**src/design/aesbe_pkg.sv**
```systemverilog
// Shared types and constants for the AES block encryption core.
// Holds the S-box table, the xtime helper, the state machine type and mode codes.
// No dependencies.
package aesbe_pkg;

    // Mode register codes
    localparam logic [1:0] MODE_128 = 2'd0;
    localparam logic [1:0] MODE_192 = 2'd1;
    localparam logic [1:0] MODE_256 = 2'd2;

    // Request kinds
    localparam logic REQ_KEY = 1'b0;
    localparam logic REQ_ENC = 1'b1;

    // Number of bytes in one block
    localparam int BLOCK_BYTES = 16;

    typedef enum logic [2:0] {
        ST_IDLE,
        ST_LOAD,
        ST_ROUND,
        ST_OUT
    } ctrl_state_t;

    // Control signals from the controller to the byte datapath
    typedef struct packed {
        logic       load;
        logic       step;
        logic       mix;
        logic       last_byte;
    } dp_ctrl_t;

    localparam logic [7:0] SBOX [256] = '{
        8'h63,8'h7c,8'h77,8'h7b,8'hf2,8'h6b,8'h6f,8'hc5,8'h30,8'h01,8'h67,8'h2b,8'hfe,8'hd7,8'hab,8'h76,
        8'hca,8'h82,8'hc9,8'h7d,8'hfa,8'h59,8'h47,8'hf0,8'had,8'hd4,8'ha2,8'haf,8'h9c,8'ha4,8'h72,8'hc0,
        8'hb7,8'hfd,8'h93,8'h26,8'h36,8'h3f,8'hf7,8'hcc,8'h34,8'ha5,8'he5,8'hf1,8'h71,8'hd8,8'h31,8'h15,
        8'h04,8'hc7,8'h23,8'hc3,8'h18,8'h96,8'h05,8'h9a,8'h07,8'h12,8'h80,8'he2,8'heb,8'h27,8'hb2,8'h75,
        8'h09,8'h83,8'h2c,8'h1a,8'h1b,8'h6e,8'h5a,8'ha0,8'h52,8'h3b,8'hd6,8'hb3,8'h29,8'he3,8'h2f,8'h84,
        8'h53,8'hd1,8'h00,8'hed,8'h20,8'hfc,8'hb1,8'h5b,8'h6a,8'hcb,8'hbe,8'h39,8'h4a,8'h4c,8'h58,8'hcf,
        8'hd0,8'hef,8'haa,8'hfb,8'h43,8'h4d,8'h33,8'h85,8'h45,8'hf9,8'h02,8'h7f,8'h50,8'h3c,8'h9f,8'ha8,
        8'h51,8'ha3,8'h40,8'h8f,8'h92,8'h9d,8'h38,8'hf5,8'hbc,8'hb6,8'hda,8'h21,8'h10,8'hff,8'hf3,8'hd2,
        8'hcd,8'h0c,8'h13,8'hec,8'h5f,8'h97,8'h44,8'h17,8'hc4,8'ha7,8'h7e,8'h3d,8'h64,8'h5d,8'h19,8'h73,
        8'h60,8'h81,8'h4f,8'hdc,8'h22,8'h2a,8'h90,8'h88,8'h46,8'hee,8'hb8,8'h14,8'hde,8'h5e,8'h0b,8'hdb,
        8'he0,8'h32,8'h3a,8'h0a,8'h49,8'h06,8'h24,8'h5c,8'hc2,8'hd3,8'hac,8'h62,8'h91,8'h95,8'he4,8'h79,
        8'he7,8'hc8,8'h37,8'h6d,8'h8d,8'hd5,8'h4e,8'ha9,8'h6c,8'h56,8'hf4,8'hea,8'h65,8'h7a,8'hae,8'h08,
        8'hba,8'h78,8'h25,8'h2e,8'h1c,8'ha6,8'hb4,8'hc6,8'he8,8'hdd,8'h74,8'h1f,8'h4b,8'hbd,8'h8b,8'h8a,
        8'h70,8'h3e,8'hb5,8'h66,8'h48,8'h03,8'hf6,8'h0e,8'h61,8'h35,8'h57,8'hb9,8'h86,8'hc1,8'h1d,8'h9e,
        8'he1,8'hf8,8'h98,8'h11,8'h69,8'hd9,8'h8e,8'h94,8'h9b,8'h1e,8'h87,8'he9,8'hce,8'h55,8'h28,8'hdf,
        8'h8c,8'ha1,8'h89,8'h0d,8'hbf,8'he6,8'h42,8'h68,8'h41,8'h99,8'h2d,8'h0f,8'hb0,8'h54,8'hbb,8'h16
    };

    function automatic logic [7:0] xtime(input logic [7:0] b);
        xtime = {b[6:0], 1'b0} ^ (b[7] ? 8'h1b : 8'h00);
    endfunction

endpackage

```
**src/design/aes_block_encrypt_top.sv**
```systemverilog
// AES-128/192/256 encryption core with a loaded round-key schedule.
// An encrypt item runs an initial key addition one column at a time, then moves
// one state byte through the S-box per cycle over Nr rounds (Nr = 10/12/14).
// Key writes go straight into the key memory. The core takes one item at a time:
// after an encrypt item no new item is accepted until its result has been taken.
// Reset (rst_n, async, active low) clears control and the mode to 10 rounds;
// key memory contents are undefined until written.
module aes_block_encrypt_top #(
    parameter int KEY_WORDS = 60
) (
    input  logic         clk,
    input  logic         rst_n,
    input  logic         cfg_we,
    input  logic [1:0]   cfg_wdata,
    input  logic         s_tvalid,
    output logic         s_tready,
    // tdata: key_index[5:0], key_word[37:6], plain_w0..w3[165:38]; zero pad to 168
    input  logic [167:0] s_tdata,
    // tuser: req_type
    input  logic         s_tuser,
    output logic         m_tvalid,
    input  logic         m_tready,
    // tdata: cipher_w0[31:0], w1[63:32], w2[95:64], w3[127:96]
    output logic [127:0] m_tdata
);

    localparam int AW = $clog2(KEY_WORDS);

    logic [1:0]   mode_reg;
    aesbe_pkg::ctrl_state_t state_reg, state_next;
    logic [3:0]   round_reg, round_next;
    logic [3:0]   byte_reg, byte_next;
    logic [3:0]   nr;
    logic [127:0] plain_reg;
    logic [127:0] state_q;
    logic [127:0] out_reg;
    logic         out_valid_reg;
    logic [5:0]   ki;
    logic [5:0]   rd_idx;
    logic [AW-1:0] rd_addr;
    logic [31:0]  rd_data;
    logic [31:0]  key_word;
    logic         rd_oob_reg;
    logic         wr_en;
    logic         accept;
    aesbe_pkg::dp_ctrl_t ctrl;

    assign ki     = s_tdata[5:0];
    assign accept = s_tvalid && s_tready;
    assign wr_en  = accept && (s_tuser == aesbe_pkg::REQ_KEY) && (32'(ki) < KEY_WORDS);

    // Mode register; 3 saturates to 14 rounds
    always_ff @(posedge clk or negedge rst_n)
    begin
        if (!rst_n)
        begin
            mode_reg <= aesbe_pkg::MODE_128;
        end
        else if (cfg_we)
        begin
            mode_reg <= cfg_wdata;
        end
    end

    always_comb
    begin
        case (mode_reg)
            aesbe_pkg::MODE_128: nr = 4'd10;
            aesbe_pkg::MODE_192: nr = 4'd12;
            default:             nr = 4'd14;
        endcase
    end

    // Key read address: word for the column handled next cycle
    assign rd_idx  = {round_next, byte_next[3:2]};
    assign rd_addr = rd_idx[AW-1:0];

    aesbe_keystore #(.KEY_WORDS(KEY_WORDS)) u_keys (
        .clk     (clk),
        .wr_en   (wr_en),
        .wr_addr (ki[AW-1:0]),
        .wr_data (s_tdata[37:6]),
        .rd_addr (rd_addr),
        .rd_data (rd_data)
    );

    // Plaintext held with column 0 in the top bits
    always_ff @(posedge clk)
    begin
        rd_oob_reg <= (32'(rd_idx) >= KEY_WORDS);
        if (accept)
        begin
            plain_reg <= {s_tdata[69:38], s_tdata[101:70], s_tdata[133:102],
                          s_tdata[165:134]};
        end
    end
    assign key_word = rd_oob_reg ? 32'd0 : rd_data;

    // Sequencer: state register
    always_ff @(posedge clk or negedge rst_n)
    begin
        if (!rst_n)
        begin
            state_reg <= aesbe_pkg::ST_IDLE;
            round_reg <= '0;
            byte_reg  <= '0;
        end
        else
        begin
            state_reg <= state_next;
            round_reg <= round_next;
            byte_reg  <= byte_next;
        end
    end

    // Sequencer: next state and datapath controls
    always_comb
    begin
        state_next = state_reg;
        round_next = round_reg;
        byte_next  = byte_reg;
        s_tready   = 1'b0;
        ctrl       = '0;
        case (state_reg)
            aesbe_pkg::ST_IDLE:
            begin
                s_tready = !out_valid_reg;
                if (s_tvalid && !out_valid_reg && s_tuser == aesbe_pkg::REQ_ENC)
                begin
                    state_next = aesbe_pkg::ST_LOAD;
                    round_next = 4'd0;
                    byte_next  = 4'd0;
                end
            end
            aesbe_pkg::ST_LOAD:
            begin
                // Initial key addition, words 0..3 come one at a time
                ctrl.load = 1'b1;
                byte_next = byte_reg + 4'd4;
                if (byte_reg == 4'd12)
                begin
                    state_next = aesbe_pkg::ST_ROUND;
                    round_next = 4'd1;
                    byte_next  = 4'd0;
                end
            end
            aesbe_pkg::ST_ROUND:
            begin
                ctrl.step      = 1'b1;
                ctrl.mix       = (round_reg != nr);
                ctrl.last_byte = (byte_reg == 4'd15);
                byte_next      = byte_reg + 4'd1;
                if (byte_reg == 4'd15)
                begin
                    if (round_reg == nr)
                    begin
                        state_next = aesbe_pkg::ST_OUT;
                    end
                    else
                    begin
                        round_next = round_reg + 4'd1;
                    end
                end
            end
            aesbe_pkg::ST_OUT:
            begin
                state_next = aesbe_pkg::ST_IDLE;
            end
            default:
            begin
                state_next = aesbe_pkg::ST_IDLE;
            end
        endcase
    end

    aesbe_datapath u_dp (
        .clk       (clk),
        .ctrl      (ctrl),
        .load_data (plain_reg),
        .key_word  (key_word),
        .byte_idx  (byte_reg),
        .state_q   (state_q)
    );

    // Output register
    always_ff @(posedge clk or negedge rst_n)
    begin
        if (!rst_n)
        begin
            out_valid_reg <= 1'b0;
        end
        else if (state_reg == aesbe_pkg::ST_OUT)
        begin
            out_valid_reg <= 1'b1;
        end
        else if (m_tready)
        begin
            out_valid_reg <= 1'b0;
        end
    end

    always_ff @(posedge clk)
    begin
        if (state_reg == aesbe_pkg::ST_OUT)
        begin
            out_reg <= {state_q[31:0], state_q[63:32], state_q[95:64], state_q[127:96]};
        end
    end

    assign m_tvalid = out_valid_reg;
    assign m_tdata  = out_reg;

endmodule

```
**src/design/aesbe_datapath.sv**
```systemverilog
// Byte-serial AES round datapath: a 16-byte register array of the state.
// Each round step cycle one byte is read through the S-box into a column builder.
// Depends on aesbe_pkg.
module aesbe_datapath (
    input  logic                clk,
    input  aesbe_pkg::dp_ctrl_t ctrl,
    input  logic [127:0]        load_data,
    input  logic [31:0]         key_word,
    input  logic [3:0]          byte_idx,
    output logic [127:0]        state_q
);

    // State as 16 bytes, byte 0 = column 0 row 0 (bits 127:120)
    logic [7:0] st_reg [16];
    logic [7:0] nx_reg [16];
    logic [7:0] col_reg [3];
    logic [7:0] sb_byte;
    logic [7:0] a0, a1, a2, a3;
    logic [7:0] b0, b1, b2, b3;
    logic [1:0] row;
    logic [1:0] col;
    logic [3:0] src;
    logic [31:0] ld_word;

    assign row = byte_idx[1:0];
    assign col = byte_idx[3:2];
    // ShiftRows: row r of column c comes from column c+r
    assign src = {col + row, row};
    assign sb_byte = aesbe_pkg::SBOX[st_reg[src]];

    // Plaintext column for the current load step
    always_comb
    begin
        case (col)
            2'd0:    ld_word = load_data[127:96];
            2'd1:    ld_word = load_data[95:64];
            2'd2:    ld_word = load_data[63:32];
            default: ld_word = load_data[31:0];
        endcase
    end

    // MixColumns once the fourth byte of a column is at hand
    always_comb
    begin
        a0 = col_reg[0];
        a1 = col_reg[1];
        a2 = col_reg[2];
        a3 = sb_byte;
        if (ctrl.mix)
        begin
            b0 = aesbe_pkg::xtime(a0) ^ aesbe_pkg::xtime(a1) ^ a1 ^ a2 ^ a3;
            b1 = a0 ^ aesbe_pkg::xtime(a1) ^ aesbe_pkg::xtime(a2) ^ a2 ^ a3;
            b2 = a0 ^ a1 ^ aesbe_pkg::xtime(a2) ^ aesbe_pkg::xtime(a3) ^ a3;
            b3 = aesbe_pkg::xtime(a0) ^ a0 ^ a1 ^ a2 ^ aesbe_pkg::xtime(a3);
        end
        else
        begin
            b0 = a0;
            b1 = a1;
            b2 = a2;
            b3 = a3;
        end
    end

    // Column collection and state update
    always_ff @(posedge clk)
    begin
        if (ctrl.load)
        begin
            // Initial key addition, one column per cycle
            st_reg[{col, 2'd0}] <= ld_word[31:24] ^ key_word[31:24];
            st_reg[{col, 2'd1}] <= ld_word[23:16] ^ key_word[23:16];
            st_reg[{col, 2'd2}] <= ld_word[15:8]  ^ key_word[15:8];
            st_reg[{col, 2'd3}] <= ld_word[7:0]   ^ key_word[7:0];
        end
        else if (ctrl.step)
        begin
            if (row != 2'd3)
            begin
                col_reg[row] <= sb_byte;
            end
            else
            begin
                nx_reg[{col, 2'd0}] <= b0 ^ key_word[31:24];
                nx_reg[{col, 2'd1}] <= b1 ^ key_word[23:16];
                nx_reg[{col, 2'd2}] <= b2 ^ key_word[15:8];
                nx_reg[{col, 2'd3}] <= b3 ^ key_word[7:0];
            end
            if (ctrl.last_byte)
            begin
                for (int i = 0; i < 12; i++)
                begin
                    st_reg[i] <= nx_reg[i];
                end
                st_reg[12] <= b0 ^ key_word[31:24];
                st_reg[13] <= b1 ^ key_word[23:16];
                st_reg[14] <= b2 ^ key_word[15:8];
                st_reg[15] <= b3 ^ key_word[7:0];
            end
        end
    end

    always_comb
    begin
        for (int i = 0; i < aesbe_pkg::BLOCK_BYTES; i++)
        begin
            state_q[127 - 8 * i -: 8] = st_reg[i];
        end
    end

endmodule

```
**src/design/aesbe_keystore.sv**
```systemverilog
// Round-key word memory, one write and one registered read port.
// Depends on nothing beyond its parameter.
module aesbe_keystore #(
    parameter int KEY_WORDS = 60
) (
    input  logic                         clk,
    input  logic                         wr_en,
    input  logic [$clog2(KEY_WORDS)-1:0] wr_addr,
    input  logic [31:0]                  wr_data,
    input  logic [$clog2(KEY_WORDS)-1:0] rd_addr,
    output logic [31:0]                  rd_data
);

    logic [31:0] mem [KEY_WORDS];

    // Write port
    always_ff @(posedge clk)
    begin
        if (wr_en)
        begin
            mem[wr_addr] <= wr_data;
        end
    end

    // Registered read port
    always_ff @(posedge clk)
    begin
        rd_data <= mem[rd_addr];
    end

endmodule

```
**config.mk**
```make
export PLATFORM = sky130hd
export DESIGN_NAME = aes_block_encrypt_top
export DESIGN_NICKNAME = d
export VERILOG_FILES = /design/src/design/aesbe_pkg.sv /design/src/design/aes_block_encrypt_top.sv /design/src/design/aesbe_datapath.sv /design/src/design/aesbe_keystore.sv
export SDC_FILE = /design/constraint.sdc
export NUM_CORES = 2
export LEC_CHECK = 0
export BUFFER_PORTS_ARGS = -buffer_cell sky130_fd_sc_hd__clkbuf_2
export CAP_MARGIN = 10
export CORE_ASPECT_RATIO = 0.7
export CORE_MARGIN = 2
export CORE_UTILIZATION = 40
export DETAILED_ROUTE_END_ITERATION = 10
export GPL_ROUTABILITY_DRIVEN = 1
export PLACE_DENSITY = 0.59
export SLEW_MARGIN = 25
export SYNTH_ARGS = -nofsm -noshare
export SYNTH_HDL_FRONTEND = slang
export SYNTH_SLANG_ARGS = --single-unit
```
**constraint.sdc**
```tcl
create_clock -name clk -period 11 [get_ports clk]
set_input_delay 2.2 -clock clk [delete_from_list [all_inputs] [get_ports clk]]
set_output_delay 2.2 -clock clk [all_outputs]
set_load 0.01 [all_outputs]
```
# Yosys cells after proc, flatten, opt, wreduce, memory -nomap -nowiden
# Memories as Yosys holds them, arrays and structs flattened. A register that Yosys moved wholly into a read port is not among the register bits.
# Cells that the tools add are included.
# totals
register_bits	143
mem_bits_rw	2200
romBits	2048
input_bits	176
output_inout_bits	130
wordCells	141
mem_count	5
# op_classes
addsub	4
order_cmp	3
n_eq_ne	15
n_mux	59
n_bitwise	30
reduce_logical	17
# mem_list
name	words	width	read_ports	rd_ports_with_merged_regs	wr	line_no	text
(name not given)	256	8	1	0	0	aesbe_datapath.sv:29	assign sb_byte = aesbe_pkg::SBOX[st_reg[src]];
u_keys.mem	60	32	1	1	1	aesbe_keystore.sv:14	logic [31:0] mem [KEY_WORDS];
u_dp.nx_reg	16	8	12	0	4	aesbe_datapath.sv:15	logic [7:0] nx_reg [16];
u_dp.st_reg	16	8	17	16	16	aesbe_datapath.sv:14	logic [7:0] st_reg [16];
u_dp.col_reg	3	8	3	0	1	aesbe_datapath.sv:16	logic [7:0] col_reg [3];
# ops
cell	n
8-bit XOR	28
32-bit one-hot mux with 3 select lines	1
8-bit 2-to-1 mux	10
4-bit 2-to-1 mux	10
32-bit 2-to-1 mux	1
8-bit OR reduction	4
1-bit 2-to-1 mux	24
4-bit one-hot mux with 3 select lines	2
5-bit 2-to-1 mux	4
3-bit 2-to-1 mux	5
2-bit != test, second input constant	5
9-bit >= comparator, second input constant	1
8-bit inverter with 9-bit output	1
3-bit one-hot mux with 3 select lines	1
4-bit by 1-bit adder with 4-bit output, second input constant	2
4-bit equality test, second input constant	2
3-bit by 2-bit equality test with 1-bit output, second input constant	2
6-bit >= comparator, second input constant	1
6-bit < comparator, second input constant	1
3-bit one-hot mux with 2 select lines	1
1-bit logical AND	5
4-bit by 3-bit adder with 4-bit output, second input constant	1
2-bit by 1-bit equality test with 1-bit output, second input constant	2
4-bit equality test	1
12 further kinds	13

# Longest topological paths before layout
# An unclocked memory read counts as a cell.
# depth
ltp_word	12
mapped_depth	21
ltp_nobuf	16

# Cells and area by module
# A second synthesis with hierarchy kept.
# hier_totals
cells_unflattened	5169
hier_area_um2	99640.6
# modules_own_cells
mod	instances	cells_each	area_each_um2	seq_area_each_um2
aesbe_keystore	1	3264	73803.3	58295.9
aesbe_datapath	1	1518	16946.3	7447.1
aes_block_encrypt_top	1	387	8891.0	8032.7

# Worst setup path after synthesis
# No wires, ideal clock.
# synth_timing
path_type	input -> register
from	input s_tvalid
to	memory u_keys.mem[26][0], enable pin
setup_ns	0.421
arrival_ns	7.217
required_ns	10.579
setup_slack_ns	3.361
cell_stages	4
n_path_buf	0
cell_sequence	and2_1 nor2b_1 nand3_1 nor2_1
# synth_via
elab_chain_len	5
# synth_rtl
item	line_no	text
start, declared	aes_block_encrypt_top.sv:15	input logic s_tvalid,
1-bit logical AND	aes_block_encrypt_top.sv:49	assign accept = s_tvalid && s_tready;
1-bit logical AND (2 in a row)	aes_block_encrypt_top.sv:50	assign wr_en = accept && (s_tuser == aesbe_pkg::REQ_KEY) && (32'(ki) < KEY_WORDS);
1-bit 2-to-1 mux	aesbe_keystore.sv:19	if (wr_en)
1-bit 2-to-1 mux (not written as such)	aesbe_keystore.sv:21	mem[wr_addr] <= wr_data;
end, declared	aesbe_keystore.sv:14	
# No other way between the ends.

==> flow_summary_export.csv <==
group,metric,value,unit
layout,final_layout_size_suffix_gt1_share,12.6,%
timing,achievable_clock_frequency,0.124,GHz
critical_path,critPathArrivalTime,8.67,ns
timing,min_period_over_period,73.1,%
yosys,synth-xor-area-share,1.89,%
layout,utilization,45.4,%
placed_design,place_worst_setup_slack,3.34,ns
timing,final-setup-viol-count,0,
yosys,synthCells,7894,
yosys,avgSynthCellArea,13.0,um2
timing,slew_headroom,17.1,%
timing,grt_setup_unrepaired,"false",
detailed_routing,viasPerCell,5.78,
critical_path,critical_path_required,11.62,ns
clocking,clock_latency,0.88,ns
power,highest_ir_drop_seen_on_vdd,0.000162,V
detailed_routing,routed-via-count,67300,
critical_path,crit_start,"byte_reg[0]$_DFFE_PN0P_",
worst_hold_path,worst_hold_path_type,"reg -> reg",
critical_path,reg2reg_to,"u_dp.st_reg[15][0]$_DFFE_PP_",
timing,slew_violations,0,
placed_design,gp_congestion,0.848,
yosys,synth_compound_gate_area_share,6.92,%
floorplan,core,255000,um2
critical_path,crit-reg2reg-launch,"byte_reg[0]$_DFFE_PN0P_",
yosys,syn_nets,8099,
timing,fin_setup_tns,0,ns
yosys,asyncSetResetFlopFracSynth,0.526,%
floorplan,chipHeight,428,um
global_route,number_of_antenna_violations_at_the_first_check_in_global_routing,24,
clocking,post-cts-setup-buffer-count,0,
yosys,post_synth_num_cell_types,98,
placed_design,place.port_buffers,303,
power,p_per_area,160,nW/um2
flow_run,maxCapViolations,0,
global_route,largest_net_degree_at_the_start_of_global_routing,189,
critical_path,critical_path_cell_count,16,
detailed_routing,iteration_count_of_the_initial_detailed_routing_pass,6,
layout,fin_nets,8257,
yosys,post_synth_fa_ha_maj_area_fraction,0.354,%
clocking,worst_path_clk_slew,0.06,ns
clocking,clock_tree.root_cell,"clkbuf_16",
critical_path,cp_num_buf_inv,3,
critical_path,crit_path_end_kind,"flip-flop",
layout,layoutNonFillerInstCount,11600,
status,result_of_the_run,"completed",
detailed_routing,wire_per_inst,27.2,um
yosys,ys.warnings.count,0,
global_route,first_pass_grt_wire_length,451000,um
timing,worst_slew_pin_slew,1.24,ns
floorplan,start_util,40.2,%
timing,worst_hold_slack,0.453,ns
floorplan,die_area,260000,um2
critical_path,critical_path_cell_by_cell,"buf_4 > mux4_2 > mux2i_1 > mux2_2 > ha_1 > buf_4 > clkinv_1 > a21oi_1 > nor3_1 > o21ai_0 > a22oi_1 > a2bb2oi_1 > and3_1 > o31ai_1 > xor2_1 > a21o_1",
critical_path,critPathSlowestCell,"o31ai_1",
clocking,cts.sink_count,2470,
yosys,sequential_fraction_of_the_synthesis_area,72.0,%
floorplan,die_width,609,um
critical_path,worst_path_largest_cell_delay,0.87,ns
timing,final-hold-violation-count,0,
critical_path,r2r_cells,16,
power,power.total,18.5,mW
critical_path,critical_path_class,"reg -> reg",
clocking,clock_tree.htree_level_count,4,
global_route,grt_util_all_layers,23.7,%
clocking,tritoncts_clock_tree,"built",
placed_design,place_area,108000,um2
timing,post_route_worst_setup_slack,2.95,ns
layout,largest_register_ffs,1920,
yosys,yosys_most_used_dff,"edfxtp_1",
yosys,main_combinational_cell_family_by_area_after_synthesis,"simple AND/OR/NAND/NOR gates",
yosys,ys_ff_latch,2470,
clocking,cts.path.max_buffers,3,
clocking,number_of_instances_resized_during_post_cts_repair,0,
critical_path,ff2ff_setup_slack,2.95,ns
layout,finalInstanceArea,116000,um2
global_route,number_of_global_route_vias_before_repair,62900,
layout,layout.cells.most_common,"edfxtp_1",
yosys,muxShareOfSynthArea,1.81,%
timing,timing.clock.skew,0.0427,ns
critical_path,path_delay_family,"compound AO/OA/AOI/OAI gates",
critical_path,timing.critical_path.mode_cell,"buf_4",
detailed_routing,route.antenna.remaining_nets,0,
detailed_routing,initialDrtViolationCount,9475,
critical_path,timing.critical_path.from_type,"flip-flop",
clocking,hold_buffers,0,
layout,layout.cells.most_common_list,"2424 x edfxtp_1, 1979 x nand2_1, 1002 x nand3_1",
floorplan,num_rows,155,
yosys,synth_enable_flop_cells,2424,
timing,period_minus_slack,8.05,ns
floorplan,boundaryPins,306,
yosys,synth.cell_area,103000,um2
critical_path,critPathMaxFanout,34,
yosys,synth_simple_gate_area_share,14.6,%
global_route,grt_overflow_total,0,
placed_design,dp_cells,11200,
detailed_routing,drc,0,
placed_design,hpwlAfterDp,180000,um
clocking,clock_buffers_created_by_tritoncts,234,
power,power_leakage,39.8,nW
layout,register_containing_the_most_flip_flops_in_the_final_layout,"u_keys.mem",
layout,areaGrowthSynthToFinish,12.9,%
detailed_routing,totalWireLength,317000,um
critical_path,timing.critical_path.to,"u_dp.st_reg[15][0]$_DFFE_PP_",
-- cells by family after synthesis --
kind of cell             Yosys count
XOR/XNOR                         196
multiplexers                     110
AND/OR/NAND/NOR                 3447
adder cells (fa/ha/maj)           29
flip-flops                      2470
AO/OA/AOI/OAI                   1027
buffers and inverters            615
-- layer usage --
metal  part of all wire, %  global-route usage, %  vias to the layer above
li1                      -                      -                    29600
met1                    43                   35.2                    33900
met2                    44                   35.8                     3301
met3                   9.7                   4.58                      446
met4                   2.5                   6.07                       12
met5                 0.034                      0                        -
-- synthesized netlist by cell type (103+ instances only) --
library cell	n	share of area, %
a311oi_1	171	1.5
nor2_1	157	0.57
and3_1	103	0.63
a21o_1	108	0.79
a21oi_1	210	1.0
nand3_1	1002	4.9
clkbuf_1	476	1.7
a31oi_1	109	0.67
xnor2_1	140	1.2
edfxtp_1	2424	71
o21ai_0	158	0.77
nand2_1	1980	7.2
-- area by class of cell --
cell class | instances | area [um2]
fillers | 22600 | 139000
flip-flops and latches | 2470 | 73800
multi-input cells | 4809 | 26900
clock buffers | 301 | 6340
well taps | 3375 | 4220
repair buffers | 499 | 3160
clock inverters | 137 | 1230
inverters | 38 | 166
diodes | 6 | 15.0
-- worst register-to-register path, stage by stage (launching register included) --
cell and delay [ns]:
dfrtp_2 0.50, buf_4 0.62, mux4_2 0.62, mux2i_1 0.74, mux2_2 0.80, ha_1 0.30, buf_4 0.26, clkinv_1 0.35
a21oi_1 0.61, nor3_1 0.15, o21ai_0 0.56, a22oi_1 0.32, a2bb2oi_1 0.31, and3_1 0.26, o31ai_1 0.87, xor2_1 0.28
a21o_1 0.25
-- worst min path at each step --
stage	depth (start not counted)	end	start
finish	0	m_tdata[69]$_DFFE_PP_	u_dp.st_reg[11][5]$_DFFE_PP_
global route	0	m_tdata[69]$_DFFE_PP_	u_dp.st_reg[11][5]$_DFFE_PP_
CTS	0	m_tdata[69]$_DFFE_PP_	u_dp.st_reg[11][5]$_DFFE_PP_
detailed placement	0	m_tdata[95]$_DFFE_PP_	u_dp.st_reg[8][7]$_DFFE_PP_
global placement	0	m_tdata[25]$_DFFE_PP_	u_dp.st_reg[0][1]$_DFFE_PP_
floorplan	0	m_tdata[83]$_DFFE_PP_	u_dp.st_reg[9][3]$_DFFE_PP_
-- power by group --
part | total, mW | leakage (nW) | switching [mW] | internal [mW]
clock | 7.98 | 3.72 | 3.54 | 4.45
sequential | 10.3 | 22.2 | 0.00188 | 10.3
combinational | 0.182 | 13.9 | 0.151 | 0.0313
total | 18.5 | 39.8 | 3.69 | 14.8
Power figures use the tool's default switching activity.
